**src/rtl/wse_pkg.sv**
```systemverilog
// ----------------------------------------------------------------------------
// wse_pkg
// Shared constants, register indexes and types of the ws2812 spi encoder.
// ----------------------------------------------------------------------------
package wse_pkg;

	localparam int PAD_WORDS_DEF  = 30;
	localparam int MAX_PIXELS_DEF = 1024;

	localparam int COLOR_W  = 8;
	localparam int WORD_W   = 24;
	localparam int COUNT_W  = 11;
	localparam int LANES    = 3;
	localparam int CFG_IDX_W = 2;

	localparam logic [CFG_IDX_W-1:0] REG_SPLASH_ENABLE = 2'd0;
	localparam logic [CFG_IDX_W-1:0] REG_SPLASH_COUNT  = 2'd1;
	localparam logic [CFG_IDX_W-1:0] REG_SPLASH_COLOR  = 2'd2;

	// 100 repeated eight times
	localparam logic [WORD_W-1:0] LINE_ZERO_PATTERN = 24'h924924;

	typedef struct packed {
		logic [LANES-1:0][WORD_W-1:0] word;
		logic                         lead;
		logic                         last;
	} wse_item_t;

endpackage

```
**src/rtl/wse_lane.sv**
```systemverilog
// ----------------------------------------------------------------------------
// wse_lane
// One color lane: splash overlay select and 3-bit line encoding of a byte.
// ----------------------------------------------------------------------------
module wse_lane import wse_pkg::*; (
	input  logic [COLOR_W-1:0] pix,
	input  logic [COLOR_W-1:0] splash,
	input  logic               splash_en,
	input  logic               splash_hit,
	output logic [WORD_W-1:0]  word
);

	logic [COLOR_W-1:0] sel;

	always_comb begin
		if (!splash_en) begin
			sel = pix;
		end else if (splash_hit) begin
			sel = splash;
		end else begin
			sel = '0;
		end
	end

	always_comb begin
		word = LINE_ZERO_PATTERN;
		for (int i = 0; i < COLOR_W; i++) begin
			word[3*i+1] = sel[i];
		end
	end

endmodule

```
**src/rtl/wse_emit.sv**
```systemverilog
// ----------------------------------------------------------------------------
// wse_emit
// Merges the lane words of one pixel with lead-in and latch padding into a
// stream of words, one per cycle while the output is not stalled, through a registered output.
// ----------------------------------------------------------------------------
module wse_emit import wse_pkg::*; #(
	parameter int PAD_WORDS = PAD_WORDS_DEF
) (
	input  logic              clk,
	input  logic              arst_n,
	input  logic              item_valid,
	input  wse_item_t         item,
	output logic              take,
	output logic              out_valid,
	input  logic              out_stall,
	output logic [WORD_W-1:0] spi_word,
	output logic              run_last,
	output logic              frame_last
);

	localparam int CNT_W = ($clog2(PAD_WORDS) > 2) ? $clog2(PAD_WORDS) : 2;
	localparam logic [CNT_W-1:0] PAD_LAST   = CNT_W'(PAD_WORDS - 1);
	localparam logic [CNT_W-1:0] COLOR_LAST = CNT_W'(LANES - 1);

	localparam logic [1:0] PH_LEAD  = 2'd0;
	localparam logic [1:0] PH_COLOR = 2'd1;
	localparam logic [1:0] PH_LATCH = 2'd2;

	logic [1:0]       phase_q;
	logic [CNT_W-1:0] cnt_q;
	logic             cur_valid_q;
	wse_item_t        cur_q;
	logic             out_valid_q;
	logic [WORD_W-1:0] word_q;
	logic             run_last_q;
	logic             frame_last_q;

	logic              adv;
	logic              last_word;
	logic              load;
	logic [WORD_W-1:0] word_d;
	logic              run_last_d;
	logic              frame_last_d;

	always_comb begin
		word_d       = '0;
		run_last_d   = 1'b0;
		frame_last_d = 1'b0;
		last_word    = 1'b0;
		unique case (phase_q)
			PH_LEAD: begin
			end
			PH_COLOR: begin
				case (cnt_q[1:0])
					2'd0:    word_d = cur_q.word[0];
					2'd1:    word_d = cur_q.word[1];
					default: word_d = cur_q.word[2];
				endcase
				run_last_d = (cnt_q == COLOR_LAST) && !cur_q.last;
				last_word  = run_last_d;
			end
			PH_LATCH: begin
				run_last_d   = (cnt_q == PAD_LAST);
				frame_last_d = run_last_d;
				last_word    = run_last_d;
			end
			default: begin
			end
		endcase
	end

	assign adv  = cur_valid_q && (!out_valid_q || !out_stall);
	assign take = !cur_valid_q || (adv && last_word);
	assign load = take && item_valid;

	always_ff @(posedge clk or negedge arst_n) begin
		if (!arst_n) begin
			cur_valid_q <= 1'b0;
			phase_q     <= PH_LEAD;
			cnt_q       <= '0;
		end else if (load) begin
			cur_valid_q <= 1'b1;
			phase_q     <= item.lead ? PH_LEAD : PH_COLOR;
			cnt_q       <= '0;
		end else if (adv && last_word) begin
			cur_valid_q <= 1'b0;
		end else if (adv) begin
			if (phase_q == PH_LEAD && cnt_q == PAD_LAST) begin
				phase_q <= PH_COLOR;
				cnt_q   <= '0;
			end else if (phase_q == PH_COLOR && cnt_q == COLOR_LAST) begin
				phase_q <= PH_LATCH;
				cnt_q   <= '0;
			end else begin
				cnt_q <= cnt_q + 1'b1;
			end
		end
	end

	always_ff @(posedge clk) begin
		if (load) begin
			cur_q <= item;
		end
	end

	always_ff @(posedge clk or negedge arst_n) begin
		if (!arst_n) begin
			out_valid_q <= 1'b0;
		end else if (adv) begin
			out_valid_q <= 1'b1;
		end else if (!out_stall) begin
			out_valid_q <= 1'b0;
		end
	end

	always_ff @(posedge clk) begin
		if (adv) begin
			word_q       <= word_d;
			run_last_q   <= run_last_d;
			frame_last_q <= frame_last_d;
		end
	end

	assign out_valid  = out_valid_q;
	assign spi_word   = word_q;
	assign run_last   = run_last_q;
	assign frame_last = frame_last_q;

endmodule

```
**src/rtl/ws2812_spi_frame_encoder_core.sv**
```systemverilog
// ----------------------------------------------------------------------------
// ws2812_spi_frame_encoder_core
// Pixel to WS2812 SPI word encoder with frame padding and splash overlay.
// ----------------------------------------------------------------------------
// Each accepted pixel gives three 24-bit words (red, green, blue), one word
// per cycle while the output is not stalled; the first pixel of a frame adds
// PAD_WORDS lead-in words and the frame-end pixel adds PAD_WORDS latch words.
// The rate is set by the single output word register. Three lanes encode the
// color bytes in parallel in the cycle a pixel is taken, a one-pixel buffer
// holds the next pixel while the current one, in the emitter's current-pixel
// register, is sent through the output word register. Splash registers must be
// written only while the block is idle; the block itself does not enforce it.
module ws2812_spi_frame_encoder_core import wse_pkg::*; #(
	parameter int PAD_WORDS  = PAD_WORDS_DEF,
	parameter int MAX_PIXELS = MAX_PIXELS_DEF
) (
	input  logic                 clk,
	input  logic                 arst_n,
	input  logic                 cfg_valid,
	output logic                 cfg_ready,
	input  logic [CFG_IDX_W-1:0] cfg_index,
	input  logic [WORD_W-1:0]    cfg_data,
	input  logic                 in_valid,
	output logic                 in_stall,
	input  logic [COLOR_W-1:0]   red,
	input  logic [COLOR_W-1:0]   green,
	input  logic [COLOR_W-1:0]   blue,
	input  logic                 frame_end,
	output logic                 out_valid,
	input  logic                 out_stall,
	output logic [WORD_W-1:0]    spi_word,
	output logic                 run_last,
	output logic                 frame_last
);

	localparam int POS_W = $clog2(MAX_PIXELS + 1);
	localparam int CMP_W = (POS_W > COUNT_W) ? POS_W : COUNT_W;

	logic               splash_enable_q;
	logic [COUNT_W-1:0] splash_count_q;
	logic [WORD_W-1:0]  splash_color_q;
	logic [POS_W-1:0]   pos_q;

	logic                            accept;
	logic                            take;
	logic                            splash_hit;
	logic [LANES-1:0][COLOR_W-1:0]   pix;
	logic [LANES-1:0][COLOR_W-1:0]   splash;
	logic [LANES-1:0][WORD_W-1:0]    lane_word;
	wse_item_t                       item_d;
	wse_item_t                       item_s1;
	logic                            valid_s1;

	assign cfg_ready = 1'b1;

	always_ff @(posedge clk or negedge arst_n) begin
		if (!arst_n) begin
			splash_enable_q <= 1'b0;
			splash_count_q  <= '0;
			splash_color_q  <= '0;
		end else if (cfg_valid) begin
			unique case (cfg_index)
				REG_SPLASH_ENABLE: splash_enable_q <= cfg_data[0];
				REG_SPLASH_COUNT:  splash_count_q  <= cfg_data[COUNT_W-1:0];
				REG_SPLASH_COLOR:  splash_color_q  <= cfg_data;
				default: begin
				end
			endcase
		end
	end

	assign accept     = in_valid && !in_stall;
	assign in_stall   = valid_s1 && !take;
	assign splash_hit = CMP_W'(pos_q) < CMP_W'(splash_count_q);

	assign pix[0]    = red;
	assign pix[1]    = green;
	assign pix[2]    = blue;
	assign splash[0] = splash_color_q[23:16];
	assign splash[1] = splash_color_q[15:8];
	assign splash[2] = splash_color_q[7:0];

	for (genvar l = 0; l < LANES; l++) begin : g_lane
		wse_lane u_lane (
			.pix        (pix[l]),
			.splash     (splash[l]),
			.splash_en  (splash_enable_q),
			.splash_hit (splash_hit),
			.word       (lane_word[l])
		);
	end

	always_comb begin
		item_d.word = lane_word;
		item_d.lead = (pos_q == '0);
		item_d.last = frame_end;
	end

	always_ff @(posedge clk or negedge arst_n) begin
		if (!arst_n) begin
			pos_q <= '0;
		end else if (accept) begin
			if (frame_end) begin
				pos_q <= '0;
			end else if (pos_q < POS_W'(MAX_PIXELS)) begin
				pos_q <= pos_q + 1'b1;
			end
		end
	end

	always_ff @(posedge clk or negedge arst_n) begin
		if (!arst_n) begin
			valid_s1 <= 1'b0;
		end else if (accept) begin
			valid_s1 <= 1'b1;
		end else if (take) begin
			valid_s1 <= 1'b0;
		end
	end

	always_ff @(posedge clk) begin
		if (accept) begin
			item_s1 <= item_d;
		end
	end

	wse_emit #(
		.PAD_WORDS (PAD_WORDS)
	) u_emit (
		.clk        (clk),
		.arst_n     (arst_n),
		.item_valid (valid_s1),
		.item       (item_s1),
		.take       (take),
		.out_valid  (out_valid),
		.out_stall  (out_stall),
		.spi_word   (spi_word),
		.run_last   (run_last),
		.frame_last (frame_last)
	);

endmodule

```
**config.mk**
```make
export PLATFORM = sky130hd
export DESIGN_NAME = ws2812_spi_frame_encoder_core
export DESIGN_NICKNAME = d
export VERILOG_FILES = /design/src/rtl/wse_pkg.sv /design/src/rtl/wse_lane.sv /design/src/rtl/wse_emit.sv /design/src/rtl/ws2812_spi_frame_encoder_core.sv
export SDC_FILE = /design/constraint.sdc
export NUM_CORES = 1
export LEC_CHECK = 0
export BUFFER_PORTS_ARGS = -buffer_cell sky130_fd_sc_hd__buf_2
export CORE_MARGIN = 5
export CORE_UTILIZATION = 59
export DETAILED_ROUTE_END_ITERATION = 10
export PLACE_DENSITY = 0.87
export SYNTH_ARGS = -nofsm -noshare
export SYNTH_HDL_FRONTEND = slang
export SYNTH_HIERARCHICAL = 1
export SYNTH_SLANG_ARGS = --single-unit
export TNS_END_PERCENT = 1
```
**constraint.sdc**
```tcl
create_clock -name clk -period 5.2 [get_ports clk]
set_input_delay 0.26 -clock clk [delete_from_list [all_inputs] [get_ports clk]]
set_output_delay 0.26 -clock clk [all_outputs]
set_load 0.01 [all_outputs]
```
==> results.md <==
- Die height: 135 µm
- Synth Area in XOR/XNOR: 0.00377
- Final setup fails: 0
- Crit start category: flip-flop
- Instance count of the mapped netlist: 609
- DRT iter0 DRCs: 446
- Proportion of synthesized flip-flops having asynchronous set or reset: 0.248
- FF+latch count, synth: 230
- Crit path max fanout: 51
- CTS Sinks: 230
- Commonest non-fill, non-tap cell in the layout: sky130_fd_sc_hd__edfxtp_1
- Predominant post-synthesis flop cell: sky130_fd_sc_hd__edfxtp_1
- Number of post-CTS setup repair buffers: 0
- Die outline area: 0.0183 mm²
- Via count: 5047
- EDFF count, synth: 173
- Count of unique library cells instantiated by Yosys: 54
- Antenna-violating nets left: 0
- Area share of fa/ha/maj cells after synthesis: 0.0256
- Final hold viol count: 0
- Top area cells in the synthesized netlist: sky130_fd_sc_hd__edfxtp_1 56%, sky130_fd_sc_hd__dfrtp_1 15%, sky130_fd_sc_hd__mux2_2 4.5%, sky130_fd_sc_hd__buf_4 4.0%, sky130_fd_sc_hd__ha_1 2.6%
- Post-synthesis sequential area ratio: 0.713
- I/O pins: 85
- Number of vias per cell: 5.33
- Overall routing resource usage: 0.182
- Max Cap Violations: 0
- Standard cell with the maximum stage delay on the critical path: sky130_fd_sc_hd__inv_2
- Area fraction in compound gates after synthesis: 0.0830
- Peak supply drop: about 0.38 mV
- Post-layout nets: 793
- Status: finished, final reports clean
- Initial antenna violation count: 0
- Final critical delay including setup and external delays: 3.79 ns
- Ratio of final minimum period to clock period: 0.728
- CP Data Arrival Time: 3.95 ns
- Maximum number of pins on one net before global-route repair: between 50 and 60
- Number of design rule violations left after detail routing: 0
- Port Buffers: 83
- Number of buffers created by CTS: 24
- Root buf cell: sky130_fd_sc_hd__clkbuf_16
- Post-synthesis simple-gate area fraction: 0.0616
- Number of iterations in the first detailed-routing pass: 4
- RSZ-0062 raised after global routing: false
- Starting utilization of the core area: 0.606
- Area fraction of the dominant cell type after synthesis: 0.559
- Power Density: 441 mW/mm²
- Static leakage: 4.20 nW
- Worst-case headroom to the max-slew limit: 0.227
- Layout cells sized above 1: 0.243
- Dominant combinational cell family by area after synthesis: compound AO/OA/AOI/OAI gates
- Part of the total power dissipated in sequential elements: 0.484
- Clock tree from TritonCTS: yes
- Internal power: 3.50 mW
- Max Clock Skew: 0.0189 ns
- Standard-cell row count: 45
- GRT Residual Overflow: 0
- Number of buffers added to fix hold violations after cts: 16
- Via count of the first global-routing pass: 5344
- Standard cell core area: approximately 0.015 mm²
- Worst-Skew Late Latency: between 0.5 and 0.6 ns
- Most frequent cells in the layout: 173 x sky130_fd_sc_hd__edfxtp_1, 83 x sky130_fd_sc_hd__buf_2, 57 x sky130_fd_sc_hd__dfrtp_1, 49 x sky130_fd_sc_hd__conb_1, 38 x sky130_fd_sc_hd__nand2_1
- Proportion of synthesized area in mux cells: 0.0470
- CP Class: reg2reg
- Biggest cell delay along the critical path: 0.77 ns
- Synth-to-Final Area Change: 14.8%
- Number of buffers between clock root and the deepest sink: 3
- Switching share of total power: 0.255
- Max-slew violation total from the final report: 0
- Mean cell area of the mapped netlist: between 15 and 20 µm²
- Clock H-tree levels: 1
- Width of the die: 135 µm
- Critical path cell sequence: inv_1 -> ha_1 -> nor2b_1 -> nand4_1 -> o21ai_2 -> nand2b_4 -> nand2_1 -> inv_2 -> buf_4
- Count of instances resized after the clock tree is built: 0
- Post-DR wirelength/cell: 17.1 µm
- Worst hold margin: 0.0152 ns
- Reg clk slew, reported paths: 0.06 ns
- Global placement routability congestion: 0.847
- Global-route wire length before repair: approximately 27000 µm
- Total of warnings raised by yosys: 6
- Clock group share of total power: 0.349
- Sum of net half-perimeters after detailed placement: 10800 µm
- Final sum of negative setup slack: 0 ns
- Logic pwr share: 0.168
- Path class of the lowest-slack min-delay path: in2reg
- Worst setup EP type: flip-flop
- Max Fclk: 264 MHz
- Post-Syn Area: 0.00929 mm²
- Biggest area consumer among synthesized cells: sky130_fd_sc_hd__edfxtp_1
- Least-Margin Pin Slew: 1.16 ns
- Switch Pwr: 1.20 mW
- Number of diodes: 0
- Total wire length after detailed routing: 16200 µm
- Req. time, crit path: 5.37 ns
cell families (layout without fill, tap and decap cells):
family,Yosys count,in the layout
flip-flops,230,230
buffers and inverters,99,184
AO/OA/AOI/OAI,105,105
AND/OR/NAND/NOR,106,106
other,7,49
XOR/XNOR,4,4
multiplexers,39,39
adder cells (fa/ha/maj),19,19
flip-flops by register name, indices dropped and copies added (netlist names):
name,cells
splash_enable_q,1
u_emit/spi_word,24
splash_color_q,24
pos_q,11
item_s1,74
u_emit/run_last,1
valid_s1,1
u_emit/cur_valid_q,1
u_emit/cnt_q,5
splash_count_q,11
u_emit/out_valid,1
u_emit/cur_q,73
u_emit/phase_q,2
u_emit/frame_last,1
cell type report:
| cell class | instances | area, µm² |
|---|---|---|
| Sequential cell | 230 | 6620 |
| Clock inverter | 9 | 72.6 |
| Tap cell | 211 | 264 |
| Timing Repair Buffer | 107 | 636 |
| Multi-Input combinational cell | 322 | 2240 |
| Inverter | 33 | 124 |
| Fill cell | 989 | 4660 |
| Clock buffer | 35 | 703 |
stage by stage:
| step | power (mW) | worst slack [ns] | util | area (µm²) | instances |
|---|---|---|---|---|---|
| after detailed placement | 3.09 | 1.44 | 0.635 | 9720 | 887 |
| after global placement | 3.03 | 1.72 | 0.635 | 9720 | 887 |
| final | 4.70 | 1.41 | 0.696 | 10700 | 947 |
| after global routing | 4.93 | 1.10 | 0.696 | 10700 | 947 |
| after floorplan | 2.82 | 1.54 | - | 9440 | 651 |
| after CTS | 4.74 | 1.39 | 0.696 | 10700 | 947 |
final timing paths:
| check | startpoint | end | slack [ns] | depth (start not counted) |
|---|---|---|---|---|
| worst max-delay path | u_emit/phase_q[1]$_DFFE_PN0P_ | item_s1[52]$_DFFE_PP_ | 1.41 | 9 |
| worst min-delay path | cfg_data[6] | splash_count_q[6]$_DFFE_PN0P_ | 0.02 | 2 |
| worst max register to register | u_emit/phase_q[1]$_DFFE_PN0P_ | item_s1[52]$_DFFE_PP_ | 1.41 | 9 |
| worst min register to register | item_s1[42]$_DFFE_PP_ | u_emit/cur_q[42]$_DFFE_PN_ | 0.41 | 0 |
| max in group asynchronous | arst_n | splash_enable_q$_DFFE_PN0P_ | 4.31 | 3 |
| min in group asynchronous | arst_n | splash_color_q[22]$_DFFE_PN0P_ | 0.42 | 3 |
Yosys cell counts (all sizes together) (2+ instances only):
master / instances
nor2b: 2
a211oi: 2
clkbuf: 9
buf: 57
a21oi: 12
ha: 19
or3: 6
nand3: 12
nor3b: 2
mux2i: 2
mux2: 37
nor2: 9
nand3b: 2
inv: 33
nor3: 3
a22oi: 24
nand4: 11
a22o: 18
dfrtp: 57
a21boi: 25
nor4: 4
and2: 6
nand2b: 6
and3: 2
o21a: 2
edfxtp: 173
nand2: 38
xnor2: 3
conb: 7
o21ai: 14
power by group through the flow:
stage                     registers (mW)  clock network (mW)  logic, mW
final                               2.27                1.64      0.788
after CTS                           2.27                1.67      0.795
after global routing                2.29                1.76      0.875
after floorplan                     2.33                   0      0.493
after global placement              2.30                   0      0.728
after detailed placement            2.31                   0      0.777
critical path, delay by kind of cell, from the launching register on:
family,cells,cell delay [ns]
adder cells (fa/ha/maj),1,0.73
flip-flops,1,0.41
AND/OR/NAND/NOR,4,0.74
buffers and inverters,3,1.33
AO/OA/AOI/OAI,1,0.22
layer usage:
layer  share of wire  vias to the layer above  routed length (µm)  global-route usage
met2            0.51                      172                8270               0.314
met4           0.020                        0                 317              0.0526
li1                -                     2368                   -                   -
met1            0.40                     2476                6460               0.232
met3           0.073                       31                1180              0.0442
met5               0                        -                   0                   0
Note: power is estimated with default switching activity, not from simulation.
